<file path="src/rtl/core/lru_pkg.sv">
// Shared constants and types for the LRU cache set lookup.
package lru_pkg;

  // Number of ways in the set and the stored tag width
  localparam int unsigned WAYS = 4;
  localparam int unsigned TAG_W = 64;

  // Width of an age value and of a way index (at least one bit)
  localparam int unsigned AGE_W = (WAYS > 1) ? $clog2(WAYS) : 1;
  localparam int unsigned IDX_W = (WAYS > 1) ? $clog2(WAYS) : 1;

  // Oldest age a valid way may reach
  localparam logic [AGE_W-1:0] AGE_MAX = AGE_W'(WAYS - 1);

  // Outcome codes reported with each result word
  typedef enum logic [1:0] {
    OUT_HIT   = 2'd0,
    OUT_FILL  = 2'd1,
    OUT_EVICT = 2'd2
  } outcome_e;

endpackage

</file>
<file path="src/rtl/core/lru_cache_set_lookup.sv">
// Top level: one cache set with true LRU replacement, one access per cycle.
//
// Usage:
//   Drive an access tag on access_tag_i and pulse start for one cycle. The
//   word is taken at the rising edge where start is high and busy is low;
//   busy stays low, so a new access may be issued in every cycle.
//   The access is captured in an input register. In the following cycle the
//   tag is compared against all ways in parallel, the way state (valid, tag,
//   age) is updated and the outcome is registered. The result word appears
//   on outcome_o from the result register with done_o high for exactly one
//   cycle, and is taken at the edge that ends that cycle. Throughput is one
//   access per cycle, set by the single compare-and-update pass between the
//   input and result registers; each access sees the state left by the one
//   before it.
//   outcome_o: 0 hit, 1 miss filling an empty way, 2 miss with eviction.
//   The receiver cannot stall: each result word is taken in its one cycle.
//   Reset (rst_ni low, asynchronous) invalidates all ways, clears the ages
//   and drops any access in flight.
module lru_cache_set_lookup (
  input  logic                       clk_i,
  input  logic                       rst_ni,
  input  logic                       start,
  output logic                       busy,
  input  logic [lru_pkg::TAG_W-1:0]  access_tag_i,
  output logic                       done_o,
  output logic [1:0]                 outcome_o
);
  import lru_pkg::*;

  // Input register
  logic             req_vld_q;
  logic [TAG_W-1:0] req_tag_q;

  // Way state
  logic [WAYS-1:0]  way_valid_q, way_valid_d;
  logic [TAG_W-1:0] way_tag_q [WAYS];
  logic [AGE_W-1:0] way_age_q [WAYS];
  logic [AGE_W-1:0] way_age_d [WAYS];

  // Result register
  logic     done_q;
  outcome_e outcome_q, outcome_d;

  // Lookup signals
  logic             hit_found, free_found, old_found;
  logic [IDX_W-1:0] hit_idx, free_idx, old_idx, sel_idx;
  logic [AGE_W-1:0] old_age;
  logic [AGE_W:0]   age_limit;

  assign busy = 1'b0;

  // Capture the access word
  always_ff @(posedge clk_i or negedge rst_ni) begin
    if (!rst_ni) begin
      req_vld_q <= 1'b0;
    end else begin
      req_vld_q <= start;
    end
  end

  always_ff @(posedge clk_i) begin
    if (start) begin
      req_tag_q <= access_tag_i;
    end
  end

  // Find first hit, first free way and first oldest valid way
  always_comb begin
    hit_found  = 1'b0;
    free_found = 1'b0;
    old_found  = 1'b0;
    hit_idx    = '0;
    free_idx   = '0;
    old_idx    = '0;
    old_age    = '0;
    for (int i = 0; i < WAYS; i++) begin
      if (way_valid_q[i]) begin
        if (!hit_found && way_tag_q[i] == req_tag_q) begin
          hit_found = 1'b1;
          hit_idx   = IDX_W'(i);
        end
        if (!old_found || way_age_q[i] > old_age) begin
          old_found = 1'b1;
          old_age   = way_age_q[i];
          old_idx   = IDX_W'(i);
        end
      end else if (!free_found) begin
        free_found = 1'b1;
        free_idx   = IDX_W'(i);
      end
    end
  end

  // Pick the way to touch and the ageing limit
  always_comb begin
    priority if (hit_found) begin
      sel_idx   = hit_idx;
      age_limit = {1'b0, way_age_q[hit_idx]};
      outcome_d = OUT_HIT;
    end else if (free_found) begin
      sel_idx   = free_idx;
      age_limit = (AGE_W+1)'(WAYS);
      outcome_d = OUT_FILL;
    end else begin
      sel_idx   = old_idx;
      age_limit = (AGE_W+1)'(WAYS);
      outcome_d = OUT_EVICT;
    end
  end

  // Age the other valid ways below the ageing limit and AGE_MAX, reset the touched way to youngest and mark it valid
  always_comb begin
    way_valid_d = way_valid_q;
    for (int i = 0; i < WAYS; i++) begin
      way_age_d[i] = way_age_q[i];
      if (IDX_W'(i) == sel_idx) begin
        way_age_d[i]   = '0;
        way_valid_d[i] = 1'b1;
      end else if (way_valid_q[i] && ({1'b0, way_age_q[i]} < age_limit)
                   && (way_age_q[i] < AGE_MAX)) begin
        way_age_d[i] = way_age_q[i] + AGE_W'(1);
      end
    end
  end

  // Update control state of the ways
  always_ff @(posedge clk_i or negedge rst_ni) begin
    if (!rst_ni) begin
      way_valid_q <= '0;
      for (int i = 0; i < WAYS; i++) begin
        way_age_q[i] <= '0;
      end
    end else if (req_vld_q) begin
      way_valid_q <= way_valid_d;
      for (int i = 0; i < WAYS; i++) begin
        way_age_q[i] <= way_age_d[i];
      end
    end
  end

  // Write the tag on a miss
  always_ff @(posedge clk_i) begin
    if (req_vld_q && !hit_found) begin
      way_tag_q[sel_idx] <= req_tag_q;
    end
  end

  // Register the result word
  always_ff @(posedge clk_i or negedge rst_ni) begin
    if (!rst_ni) begin
      done_q <= 1'b0;
    end else begin
      done_q <= req_vld_q;
    end
  end

  always_ff @(posedge clk_i) begin
    if (req_vld_q) begin
      outcome_q <= outcome_d;
    end
  end

  assign done_o    = done_q;
  assign outcome_o = outcome_q;

endmodule
</file>
<file path="config.mk">
export PLATFORM = sky130hd
export DESIGN_NAME = lru_cache_set_lookup
export DESIGN_NICKNAME = d
export VERILOG_FILES = /design/src/rtl/core/lru_pkg.sv /design/src/rtl/core/lru_cache_set_lookup.sv
export SDC_FILE = /design/constraint.sdc
export NUM_CORES = 1
export LEC_CHECK = 0
export BUFFER_PORTS_ARGS = -buffer_cell sky130_fd_sc_hd__buf_2
export CORE_MARGIN = 1
export CORE_UTILIZATION = 55
export CTS_CLUSTER_DIAMETER = 50
export DETAILED_ROUTE_END_ITERATION = 8
export GPL_TIMING_DRIVEN = 0
export PLACE_DENSITY = 0.8
export SETUP_SLACK_MARGIN = 0.3
export SLEW_MARGIN = 20
export SYNTH_ARGS = -nofsm -noshare
export SYNTH_HDL_FRONTEND = slang
export SYNTH_SLANG_ARGS = --single-unit
</file>
<file path="constraint.sdc">
create_clock -name clk_i -period 6.6 [get_ports clk_i]
set_input_delay 1.32 -clock clk_i [delete_from_list [all_inputs] [get_ports clk_i]]
set_output_delay 1.32 -clock clk_i [all_outputs]
set_load 0.01 [all_outputs]
</file>
# After elaboration in Yosys (flattened, before gate mapping)
# Memories as Yosys holds them, arrays and structs flattened.
# Cells that the tools add are included.
totals:
  romBits: 0
  elab_cells: 129
  output_inout_bits: 4
  n_memories: 1
  mem_bits_rw: 256
  latch_bits: 0
  regBits: 80
  in_bits: 67
mem_list:
  columns: ["memory", "depth", "word_bits", "read_ports", "rd_clocked_by_memory_dff", "wr", "line_no", "text"]
  rows:
  - ["way_tag_q", 4, 64, 4, 0, 1, "lru_cache_set_lookup.sv:36", "logic [TAG_W-1:0] way_tag_q [WAYS];"]
classes:
  n_eq_ne: 7
  n_reduce_logical: 35
  n_bitwise: 1
  div_mod_pow: 0
  n_mul: 0
  n_addsub: 4
  magnitude_cmp: 12
  shift: 0
  mux: 57
ops:
  columns: ["op", "count"]
  rows:
  - ["64-bit == test", 4]
  - ["2-bit 2-to-1 mux", 30]
  - ["1-bit 2-to-1 mux", 25]
  - ["2-bit AND reduction", 8]
  - ["1-bit logical AND", 12]
  - ["2-bit by 3-bit less-than comparator with 1-bit output", 4]
  - ["2-bit by 1-bit adder with 2-bit output, second input constant", 4]
  - ["2-bit less-than comparator, second input constant", 4]
  - ["2-bit nonzero test", 4]
  - ["1-bit zero test", 7]
  - ["2-bit greater-than comparator", 3]
  - ["2-bit binary-select mux with 2-bit select", 1]
  - ["2-bit == test, first input constant", 2]
  - ["3-bit >= comparator, second input constant", 1]
  - ["1-bit logical OR", 3]
  - ["3-bit 2-to-1 mux", 1]
  - ["2-bit NOT with 3-bit output", 1]
  - ["1-bit by 2-bit == test with 1-bit output, first input constant", 1]
  - ["2-bit zero test", 1]

# Longest topological paths before layout
# An unclocked memory read counts as a cell.
logic_depth:
  depth_word: 26
  mapped_depth: 25

# Least setup slack after synthesis
# No wires, ideal clock.
synth_path:
  kind: "flip-flop to flip-flop"
  startpoint: "register way_valid_q[0]"
  endpoint: "memory way_tag_q[2][0], enable pin"
  arrival_ns: 6.769
  path_slack_ns: -0.655
  setup_ns: 0.486
  path_stages_with_launch: 24
  required_ns: 6.114
  synth_period_minus_slack_ns: 7.255
  path_cell_list: "dfrtp_1 > clkbuf_1 > nand2_1 > ha_1 > nor2b_1 > o21ai_0 > a21oi_1 > mux2_2 > ha_1 > nor2b_1 > a2bb2oi_1 > o21ai_0 > nand2_1 > o21ai_0 > ha_1 > nor2b_1 > o21ai_0 > nand2_1 > o21ai_0 > a21boi_0 > o21ai_1 > a21oi_2 > or3_1 > nor2_1"
synth_between:
  elab_chain_len: 17
  elab_cells_between_ends: 60
  cone_classes: "3 x order compare; 43 x mux; 14 x reduce/logical"
synth_lines:
  columns: ["element", "line_no", "text"]
  rows:
  - ["start: declaration", "lru_cache_set_lookup.sv:35", "logic [WAYS-1:0] way_valid_q, way_valid_d;"]
  - ["start signal: assignment", "lru_cache_set_lookup.sv:134", "way_valid_q <= way_valid_d;"]
  - ["branches (longest 17 deep; another with 2-bit greater-than comparator)", null, null]
  - ["end: declaration", "lru_cache_set_lookup.sv:36", null]
# Parallel ways; which one is timed is not known.

# Final worst setup path
layout_path:
  startpoint: "register way_valid_q[0]"
  endpoint: "memory way_tag_q[2][30], enable pin"
# The elaborated chain is that of the path after synthesis.

==> results.py <==
metrics = {
    "floorplan": {
        "core_um2": 26130,
        "die_w_um": 165.5,
        "initial_utilization_pct": 56.25,
        "die_area_um2": 27380,
        "io-pin-count": 71,
        "die_y_um": 165.5,
        "rows": 59,
    },
    "grt": {
        "overflow": 0,
        "grt_use_total_pct": 27.44,
        "grt_pass1_wl_um": 53940,
        "antenna_found_initial": 0,
        "grt_pass1_vias": 8976,
        "grt_max_degree": 51,
    },
    "clock_network": {
        "h-tree-depth": 2,
        "cts_tree": "yes",
        "clk_path_buf_depth": 3,
        "clk_pin_slew_worst_paths_ns": 0.06,
        "ctsHoldBuffers": 0,
        "clock-sinks": 336,
        "numCtsBuffers": 37,
        "clk_latency_ns": 0.54,
        "clock-root-buffer": "clkbuf_16",
    },
    "sta": {
        "timing.final.ws_setup_ns": 0.8900,
        "tightest_slew_ns": 0.7948,
        "max_clock_freq_ghz": 0.1751,
        "rsz0062_at_grt": "no",
        "setup_viol": 0,
        "fin_tns_setup_ns": 0,
        "min_period_ns": 5.710,
        "hold_slack_ns": 0.5310,
        "slew_viol_final": 0,
        "finClkSkew_ns": 0.03435,
        "hold_viol": 0,
        "timing.final.crit_share_pct": 86.51,
        "slew_headroom_pct": 46.52,
    },
    "place": {
        "place_area_um2": 15800,
        "placed_cells": 1441,
        "io_buffers": 69,
        "place.gp.congestion": 0.9259,
        "hpwl_um": 26080,
        "place_ws_ns": 0.4400,
    },
    "run": {
        "maxCapViolCount": 0,
    },
    "synthesis": {
        "netlist.area_leader.share_pct": 65.78,
        "synthArstFlopShare_pct": 4.167,
        "synth_top_family_by_area": "simple AND/OR/NAND/NOR gates",
        "synth_compound_area_share_pct": 4.145,
        "synth_top_area_cell": "edfxtp_1",
        "synth_edf_count": 322,
        "synth.mux.area_fraction_pct": 0.5022,
        "syn_area_per_cell_um2": 14.34,
        "synthesis.area_um2": 14700,
        "yosys.area_share.simple_pct": 13.54,
        "syn_nets": 1106,
        "seq_area_frac_synth_pct": 68.16,
        "synth_cells": 1025,
        "ys_ff_latch": 336,
        "yosys-top-cells-area": "edfxtp_1 66%, xnor2_1 7.1%, xor2_1 3.8%",
        "ys.flop_type": "edfxtp_1",
        "synth_xor_area_share_pct": 10.90,
        "yosys_warnings": 0,
        "yosysUniqueCellTypes": 63,
        "synth_adder_area_share_pct": 1.192,
    },
    "final_layout": {
        "fin_area_um2": 16970,
        "insertedDiodeCount": 0,
        "layout.nets": 1229,
        "final_common_cell": "edfxtp_1",
        "fin_cells": 1510,
        "drive_above_1_share_pct": 13.11,
        "syn_to_final_growth_pct": 15.42,
        "fin_util_pct": 64.92,
        "final_cell_mix": "322 x edfxtp_1, 119 x xnor2_1, 70 x buf_2",
        "fillers": 1888,
    },
    "drt": {
        "postRouteAntennaNets": 0,
        "vias_per_cell": 6.026,
        "wl_per_cell_um": 23.86,
        "drtPass1Iterations": 8,
        "via_count": 9100,
        "routed_wl_um": 36030,
        "drt_iter0_drc": 962,
        "drc": 2,
    },
    "power_and_ir_drop": {
        "p_leak_nw": 5.789,
        "peakVddDrop_mv": 0.4193,
        "powerDensity_nw_per_um2": 654.1,
        "fin_total_pwr_mw": 11.10,
    },
    "critical_path": {
        "worst_setup_path_end_kind": "flip-flop",
        "cp.required_ns": 6.83,
        "cp-start-kind": "flip-flop",
        "crit_top_cell": "o21ai_0",
        "worst-path-max-fanout": 27,
        "max_stage_delay_ns": 0.49,
        "slowest_stage": "or3_1",
        "critical_path_arrival_ns": 5.94,
        "path_class": "reg -> reg",
    },
    "outcome": {
        "run_status": "complete, but fails checks",
        "violations": "DRC",
    },
    "min_path": {
        "min_path_type": "reg -> reg",
    },
}
==> state kept, by name (all words and copies together), names as in the netlist <==
| register | count |
|---|---|
| outcome_o | 2 |
| req_tag_q | 64 |
| way_valid_q | 4 |
| done_o | 1 |
| req_vld_q | 1 |
| way_tag_q | 256 |
| way_age_q | 8 |
==> layout make-up <==
class / count / area (µm²) / area share (%)
Inverter: 43 / 161.4 / 0.9514
Clock inverter: 22 / 165.2 / 0.9735
Sequential cell: 336 / 10020 / 59.06
Multi-Input combinational cell: 631 / 4492 / 26.48
Buffer: 15 / 63.81 / 0.3761
Timing Repair Buffer: 84 / 670.6 / 3.953
Tap cell: 335 / 419.2 / 2.471
Clock buffer: 44 / 973.4 / 5.738
==> power by group <==
group | switching, mW | total (mW) | internal [mW]
logic | 2.78 | 4.49 | 1.71
clock network | 0.837 | 1.94 | 1.10
registers | 0.554 | 4.67 | 4.11
total | 4.17 | 11.1 | 6.92
==> kinds of logic after synthesis <==
| logic type | count (synthesis) |
|---|---|
| other | 1 |
| AO/OA/AOI/OAI | 82 |
| AND/OR/NAND/NOR | 344 |
| buffers and inverters | 58 |
| adder cells (fa/ha/maj) | 14 |
| multiplexers | 7 |
| XOR/XNOR | 183 |
| flip-flops | 336 |
==> synth_stat cells (3+ instances only) <==
master and instances:
inv_1 42, o2bb2ai_1 4, a211oi_1 4, xnor2_1 119
nor2b_1 31, or4_1 6, nand4b_1 8, o22ai_1 9
a221o_1 3, o221ai_1 5, clkbuf_1 12, ha_1 14
edfxtp_1 322, a2111o_1 5, o21ai_0 13, nand2b_1 67
dfrtp_1 14, nor2_1 35, nor3_1 12, mux2i_1 4
nand2_1 42, o21ai_1 3, nand3_1 17, nor4_1 40
or3_1 7, and3_1 4, xor2_1 64, nand4_1 60
o2111ai_1 8, mux2_2 3, a21oi_1 9
==> routing by layer <==
metal / up-vias / GRT usage (%) / routed length, µm / part of all wire, %
li1: 4104 / - / - / -
met1: 4482 / 37.18 / 14510 / 40
met2: 431 / 44.34 / 17140 / 48
met3: 83 / 5.320 / 3102 / 8.6
met4: 0 / 9.669 / 1273 / 3.5
met5: - / 0 / 0 / 0
==> timing repair <==
item                                    4_1_cts  5_1_grt
endpoints found under the hold margin         0        0
setup buffers                                 0        3
gates resized for setup                       0        2
endpoints found under the setup margin        0      151
==> path summary, 6_finish.rpt <==
check,startpoint,end,slack (ns),cells after the start
setup / recovery,way_valid_q[0]$_DFFE_PN0P_,way_tag_q[2][30]$_DFFE_PP_,0.89,25
hold / removal,req_tag_q[35]$_DFFE_PP_,way_tag_q[1][35]$_DFFE_PP_,0.53,0
setup reg to reg,way_valid_q[0]$_DFFE_PN0P_,way_tag_q[2][30]$_DFFE_PP_,0.89,25
hold reg to reg,req_tag_q[35]$_DFFE_PP_,way_tag_q[1][35]$_DFFE_PP_,0.53,0
max in group asynchronous,rst_ni,way_valid_q[0]$_DFFE_PN0P_,5.65,1
min in group asynchronous,rst_ni,way_valid_q[3]$_DFFE_PN0P_,0.69,1
==> worst max-delay path: cells and delay by family (launching register included) <==
family | cells | cell delay (ns)
multiplexers | 1 | 0.39
buffers and inverters | 3 | 0.68
AO/OA/AOI/OAI | 10 | 1.70
AND/OR/NAND/NOR | 8 | 1.49
adder cells (fa/ha/maj) | 3 | 0.79
flip-flops | 1 | 0.37
(Power assumes the default switching activity.)
